### src/sv/sacl_ram.sv
`timescale 1ns / 1ps
// ----------------------------------------------------------------------------
// sacl_ram
// Simple dual-port RAM, one write port, one read port, registered read data.
// ----------------------------------------------------------------------------
module sacl_ram #(
    parameter int WIDTH = 8,
    parameter int DEPTH = 16,
    parameter int AW    = (DEPTH > 1) ? $clog2(DEPTH) : 1
) (
    input  logic             i_clk,
    input  logic             i_we,
    input  logic [AW-1:0]    i_waddr,
    input  logic [WIDTH-1:0] i_wdata,
    input  logic [AW-1:0]    i_raddr,
    output logic [WIDTH-1:0] o_rdata
);

    logic [WIDTH-1:0] r_mem [DEPTH];
    logic [WIDTH-1:0] r_rdata;

    always_ff @(posedge i_clk) begin
        if (i_we) begin
            r_mem[i_waddr] <= i_wdata;
        end
        r_rdata <= r_mem[i_raddr];
    end

    assign o_rdata = r_rdata;

endmodule

### config.mk
export PLATFORM = sky130hd
export DESIGN_NAME = sacl_ram
export DESIGN_NICKNAME = d
export VERILOG_FILES = /design/src/sv/sacl_ram.sv
export SDC_FILE = /design/constraint.sdc
export NUM_CORES = 1
export LEC_CHECK = 0
export BUFFER_PORTS_ARGS = -buffer_cell sky130_fd_sc_hd__buf_2
export CAP_MARGIN = 20
export CORE_MARGIN = 8
export CORE_UTILIZATION = 46
export DETAILED_ROUTE_END_ITERATION = 10
export REMOVE_ABC_BUFFERS = 1
export SETUP_SLACK_MARGIN = 0.05
export SYNTH_ARGS = -nofsm -noshare
export SYNTH_HDL_FRONTEND = slang
export SYNTH_SLANG_ARGS = --single-unit
export TNS_END_PERCENT = 10
### constraint.sdc
create_clock -name i_clk -period 2.97 [get_ports i_clk]
set_clock_uncertainty 0.15 [all_clocks]
set_input_delay 0.1485 -clock i_clk [delete_from_list [all_inputs] [get_ports i_clk]]
set_output_delay 0.1485 -clock i_clk [all_outputs]
set_load 0.05 [all_outputs]
==> results of run 1 <==
worst max-delay path by stage:
| stage | startpoint | endpoint |
|---|---|---|
| after floorplan | i_waddr[2] | r_mem[0][0] |
| after CTS | r_mem[2][3] | o_rdata[3] |
| after global placement | i_raddr[0] | o_rdata[5] |
| after detailed placement | i_raddr[0] | o_rdata[5] |
| final | r_mem[2][3] | o_rdata[3] |
| after global routing | r_mem[1][3] | o_rdata[3] |
worst max-delay path, cell delays in order (launching register included):
cell and delay, ps:
edfxtp_1 410, mux4_1 540, a22oi_1 310, nand2_1 90
layout make-up:
cell class	instances	area share, %
repair buffers	46	5.11
multi-input cells	83	17.2
clock inverters	15	3.23
well taps	140	2.84
flip-flops and latches	136	64.9
clock buffers	17	6.72
metal layers:
metal / GRT usage [%] / wire [µm]
met4: 6.01 / 105
met5: 0 / 0
met2: 22.9 / 5020
met3: 3.38 / 549
met1: 19.9 / 4560
power by group:
| group | internal, mW | switching (mW) | leakage [nW] |
|---|---|---|---|
| sequential | 2.15 | 0.0114 | 1.22 |
| clock | 1.36 | 0.786 | 0.279 |
| combinational | 0.0899 | 0.157 | 0.577 |
stage by stage:
stage               cells  power, mW  cell area [µm²]  util [%]
global placement      397       2.43             5470      50.3
CTS                   437       4.59             6160      56.6
detailed placement    397       2.44             5470      50.3
finish                437       4.55             6160      56.6
floorplan             219       2.33             5060         -
global route          437       4.69             6160      56.6
cells in the mapped netlist:
| cell type | instances | area share (%) |
|---|---|---|
| nand3b_1 | 2 | 0.29 |
| buf_2 | 3 | 0.29 |
| nor2b_1 | 1 | 0.12 |
| or3b_2 | 1 | 0.17 |
| nor3_1 | 4 | 0.39 |
| and2_1 | 1 | 0.12 |
| nand2_1 | 9 | 0.66 |
| and2b_1 | 1 | 0.15 |
| clkdlybuf4s25_2 | 3 | 0.58 |
| buf_4 | 1 | 0.15 |
| buf_6 | 3 | 0.66 |
| nand3_1 | 1 | 0.097 |
| mux4_2 | 18 | 7.9 |
| nand2b_1 | 2 | 0.24 |
| mux4_1 | 14 | 7.1 |
| dfxtp_1 | 8 | 3.1 |
| a22oi_1 | 16 | 2.3 |
| edfxtp_1 | 128 | 75 |
| nor2_1 | 13 | 0.95 |
cell families (layout without fill, tap and decap cells):
kind of cell | Yosys count | count (layout) | share of synthesized area, %
flip-flops | 136 | 136 | 77.8
buffers and inverters | 10 | 78 | 1.68
AND/OR/NAND/NOR | 35 | 35 | 3.18
multiplexers | 32 | 32 | 15.0
AO/OA/AOI/OAI | 16 | 16 | 2.33
state kept, by name, indices dropped and copies added, names as in the netlist:
| signal | count |
|---|---|
| r_mem | 128 |
| o_rdata | 8 |
repair_timing:
action | in CTS | in global routing
hold buffers | 8 | 0
resized for setup | 0 | 0
hold endpoints to repair | 128 | 0
==> results.txt, run 1 <==
The run finished with clean final reports. The required time at the worst-slack endpoint came out at 3210 ps. The power density over the cells came out at 739 nW/µm².

The total of endpoints with negative setup slack in the final report came out at 0. The number of maximum-capacitance constraint violations is 0. The hold violation total from the final report is 0. The area taken by flip-flops and latches came out at 4000 µm². For the worst flop-to-flop path, the logic depth is 3.

In this run the most critical hold path is launched from i_waddr[0]. The number of antenna diodes is 0. The die extent in x is 122 µm.

Clock tree synthesis selected as its root buffer the cell clkbuf_8. Headroom to the max-slew limit came out at 37.3%. At the worst endpoint, the arrival time is 1850 ps. The detail-routed net length per standard cell is 23.4 µm. The DRC marker count from the first detailed-route iteration came out at 246.

The top cell types in the final layout, fill and taps aside, are edfxtp_1, buf_2, mux4_2, a22oi_1, clkbuf_16. The most common cell after layout, fill and taps aside is edfxtp_1. The count of nets after finishing came out at 302.

The final worst-path cycle share is 54.0%. The minimum setup slack after placement is 915 ps. Measured along the y axis, the die boundary spans 122 µm. The minimum setup slack among reg-to-reg paths came out at 1370 ps. Setup repair after global routing left no endpoint under its margin. The number of buffers added by the clock tree synthesis step is 17. The remaining global-route overflow came out at 0.

The total negative setup slack came out at 0 ps. The worst IR drop on VDD is 0.441 mV. In the final layout, the multi-input gates occupy 1060 µm².

TritonCTS built the clock tree. Summed over all nets, the half-perimeter wirelength after detailed placement is 6.37 mm. The netlist area before placement is 5150 µm². The transition time at the pin with the least slew margin came out at 936 ps. The total DRC errors in the routed layout is 0.

The max-slew violation total from the final report is 0. In the routed layout, each cell is associated on average with a via count of 5.66. The end point of the worst hold path is r_mem[4][5]. Summed over all cells, the static leakage comes to 2.08 nW. The number of sinks driven by the clock tree came out at 136. Global routing consumed, over all layers together, 14.8% of the routing resources. The die footprint is 14800 µm². In this run the standard cell core region covers 10900 µm². The via total after detailed routing is 2475. The H-tree depth reported by CTS came out at 4. Post-CTS timing repair inserted 0 buffers for setup. The part of the Yosys area used for sequential elements came out at 77.8%. The first global-routing pass estimated 15.7 mm of wire. The maximum clock frequency came out at 623 MHz. The number of buffers between clock root and the deepest sink is 2.

The remaining antenna violation count came out at 0. The global placer's final weighted congestion is 0.766. Of all nets on the critical path, the largest fanout is 1. The path class of the tightest hold or removal check is input port to flop. The average cell area after synthesis came out at 22.5 µm². The area growth from synthesis to layout is 19.8%.

The kind of start point of the critical path is a flop. The number of warnings reported in the yosys synthesis log is 0. The worst hold slack after final layout came out at 67.0 ps.

The clock latency reported for the late side of the worst-skew pair is 510 ps. The number of antenna violations at the first check in global routing was 0. During placement, the flow inserted port buffers numbering 25. The number of fill cells in the layout came out at 811. The worst register-to-register path ends at o_rdata[3].

The clock period minus final worst setup slack is 1600 ps. Clock-pin slew was measured on the worst setup and hold paths at 60 ps. The total I/O pin count came out at 26. In this run, synthesis produced a sequential element count of 136. The effective utilization at floorplan came out at 47.3%. The pin count of the biggest net entering global routing came out at 33. The critical path start-end classification is flop to flop. In this run the critical register-to-register path is launched from r_mem[2][3].

The worst hold path passes through 3 cells. The proportion of layout cells with a drive suffix above 1 came out at 29.3%. In this run, distinct cell masters in the synthesized netlist total 19. The floorplan row count came out at 38. The endpoint kind of the worst setup timing path is a flop. For this block, the routed nets add up to 10.2 mm of wire.

The final worst setup slack came out at 1370 ps. The number of instances in the synthesized netlist came out at 229. The number of global-route vias before repair came to 2571.

The iteration count of the initial detailed-routing pass came out at 4.
(Power assumes the default switching activity.)
==> inputs of run 2 (changes only) <==
clock period = 1.6 ns   (was 2.97 ns; I/O delays follow)
==> run 2 against run 1 <==
Against the previous run: via count fell by 2.3%; cell area grew 2.2%; critical path depth is the same; sequential cell count stayed put; hold slack gained 5.9 ps; fmax increased by 9.3%; sequential power rose by 85%; setup slack worse by 1200 ps; core utilization is 1.2 points higher; die area is the same; critical path type unchanged; critical endpoint is now o_rdata[4].
==> results.txt, run 2 (synthesis gave the netlist of run 1 again) <==
The number of buffers added by the clock tree synthesis step is 17 (unchanged). The register containing the most flip-flops in the final layout is r_mem (unchanged). The die footprint is 14800 µm² (unchanged). The number of vias per cell is 5.33 (was 5.66). The floorplan row count came out at 38 (unchanged). The maximum fanout along the worst path is 1 (unchanged).

The power density over the cells came out at 1290 nW/µm² (was 739 nW/µm²). The CTS tree was done (unchanged). The area of the core came out at 10900 µm² (unchanged).

The clock latency reported for the late side of the worst-skew pair came out at 510 ps (about the same). The iteration count of the initial detailed-routing pass is 4 (unchanged). The routing usage on met3 was 4.53% (was 3.38%). The total negative setup slack came out at 0 ps (unchanged). The H-tree depth reported by CTS is 4 (unchanged).

The die extent in x is 122 µm (unchanged). The area growth from synthesis to layout came out at 22.4% (was 19.8%). The wire length of the first global-routing pass is 15.0 mm (was 15.7 mm). The final worst-path cycle share is 91.7% (was 54.0%). The most common cell after layout, fill and taps aside was edfxtp_1 (unchanged).

The count of port buffers added during placement came out at 25 (unchanged). The post-CTS clock slew at the launch and capture registers of the worst setup and hold paths came to 60 ps (about the same). The DRC marker count from the first detailed-route iteration came out at 194 (was 246). The endpoint kind of the worst setup timing path is a flop (unchanged). The sum of routed wire length over all layers was 9.61 mm (was 10.2 mm). The effective utilization at floorplan was 47.3% (unchanged).

The slowest cell on the critical path is mux4_2 (was mux4_1). The count of nets after finishing was 319 (was 302). The leakage power is 2.17 nW (was 2.08 nW). The number of global-route vias before repair came out at 2573 (was 2571).

The total routing usage reported by global routing is 14.2% (was 14.8%). The via total after detailed routing is 2419 (was 2475). The total DRC errors in the routed layout is 0 (unchanged).

The met2 layer usage reported by global route is 22.1% (was 22.9%). The peak per-stage delay on the critical path is 490 ps (was 540 ps). The final design utilization is 57.9% (was 56.6%). The detail-routed net length per standard cell came out at 21.2 µm (was 23.4 µm). The clock root buffer master is clkbuf_8 (unchanged).

The hold violation total from the final report is 0 (unchanged). The total I/O pin count came out at 26 (unchanged). The critical path start-end classification is flop to flop (unchanged). The pin count of the biggest net entering global routing came to 18 (was 33). The remaining antenna violation count came to 0 (unchanged).

The number of antenna violations at the first check in global routing was 0 (unchanged). The number of buffers and inverters on the critical path came to 0 (unchanged). The transition time at the pin with the least slew margin came out at 796 ps (was 936 ps). The global-route track usage on met1 came out at 18.4% (was 19.9%). The post-DP HPWL was 6.29 mm (was 6.37 mm). The critical path arrival came to 1710 ps (was 1850 ps). The global placer's final weighted congestion is 0.694 (was 0.766). The total of endpoints with negative setup slack in the final report is 0 (unchanged). Setup repair after global routing missed its margin: false (unchanged). The required time at the worst-slack endpoint came to 1840 ps (was 3210 ps).

The clock period minus final worst setup slack is 1470 ps (was 1600 ps). The number of maximum-capacitance constraint violations is 0 (unchanged). The remaining global-route overflow is 0 (unchanged). The y dimension of the die is 122 µm (unchanged). The number of sinks driven by the clock tree is 136 (unchanged). The worst min-delay path category is input port to flop (unchanged). The kind of cell adding the most delay to the critical path is multiplexers (unchanged). The kind of start point of the critical path was a flop (unchanged). The count of placed standard cells including taps is 409 (was 397). Result of the run: completed (unchanged).

The number of buffers between clock root and the deepest sink was 2 (unchanged). The proportion of layout cells with a drive suffix above 1 came out at 31.2% (was 29.3%). The number of flip-flops in the largest register came out at 128 (unchanged). Most used cells in the layout excluding fill and tap cells: edfxtp_1, buf_2, buf_4, mux4_2, clkbuf_16 (was edfxtp_1, buf_2, mux4_2, a22oi_1, clkbuf_16).

The max-slew violation total from the final report is 0 (unchanged). The worst relative slew slack came out at 46.8% (was 37.3%). The worst IR drop on VDD came out at 0.634 mV (was 0.441 mV). The layer with the highest usage is met2 (unchanged). The maximum clock frequency came out at 682 MHz (was 623 MHz). The number of antenna diodes was 0 (unchanged).

CP Cell Sequence: mux4_2 > a22oi_1 > nand2_1 (was mux4_1 > a22oi_1 > nand2_1). The filler-free cell count of the finished design is 454 (was 437).
-- run 2: cell types whose count changed in the layout (fill, tap and decap cells not counted) --
| cell | previous run | this run |
|---|---|---|
| a22oi_1 | 16 | 15 |
| a22oi_2 | 0 | 1 |
| buf_12 | 1 | 4 |
| buf_4 | 12 | 21 |
| bufinv_16 | 4 | 2 |
| clkbuf_1 | 0 | 4 |
| clkbuf_8 | 1 | 4 |
| clkinv_1 | 2 | 0 |
| clkinv_2 | 0 | 4 |
| clkinvlp_4 | 6 | 2 |
| dlygate4sd3_1 | 8 | 13 |
| inv_6 | 3 | 0 |
-- run 2: layer usage --
layer / part of all wire, % / vias up
li1: - / 1120
met1: 43 / 1214
met2: 49 / 79
met3: 6.5 / 6
met4: 0.75 / 0
met5: 0 / -
-- run 2: worst min-delay path: stages --
cell and delay, ps:
buf_2 110, nand3b_1 150, nor3_1 80, buf_4 150
-- run 2: layout make-up --
type                            instances  area, µm²
Timing Repair Buffer                   63        493
Sequential cell                       136       4000
Multi-Input combinational cell         83       1060
Clock buffer                           24        470
Tap cell                              140        175
Clock inverter                          8       95.1
Fill cell                             806       4590
-- run 2: report_power, final --
part	leakage, nW	internal [mW]	total (mW)	switching (mW)
Sequential	1.22	3.98	4.00	0.0193
Clock	0.275	2.33	3.64	1.31
Combinational	0.675	0.194	0.485	0.292
-- run 2: what timing repair did --
item,4_1_cts,5_1_grt
buffers inserted,0,0
hold buffers,13,0
endpoints found under the hold margin,164,0
gates resized for setup,0,1
endpoints found under the setup margin,0,1
-- run 2: worst paths after layout --
path | startpoint | to | slack, ps | cells after the start
setup / recovery | r_mem[7][4] | o_rdata[4] | 130 | 3
hold / removal | i_waddr[2] | r_mem[4][2] | 70 | 4
setup reg to reg | r_mem[7][4] | o_rdata[4] | 130 | 3
hold reg to reg | r_mem[14][1] | o_rdata[1] | 520 | 3
-- run 2: metrics by stage --
stage	cell area [µm²]	hold WS (ps)	total power, mW	setup slack (ps)
floorplan	5060	28.9	4.32	-123
global placement	5600	319	4.54	-9.45
detailed placement	5600	333	4.54	-13.6
CTS	6290	46.5	8.21	135
global route	6300	66.4	8.39	72.3
finish	6300	72.9	8.13	133
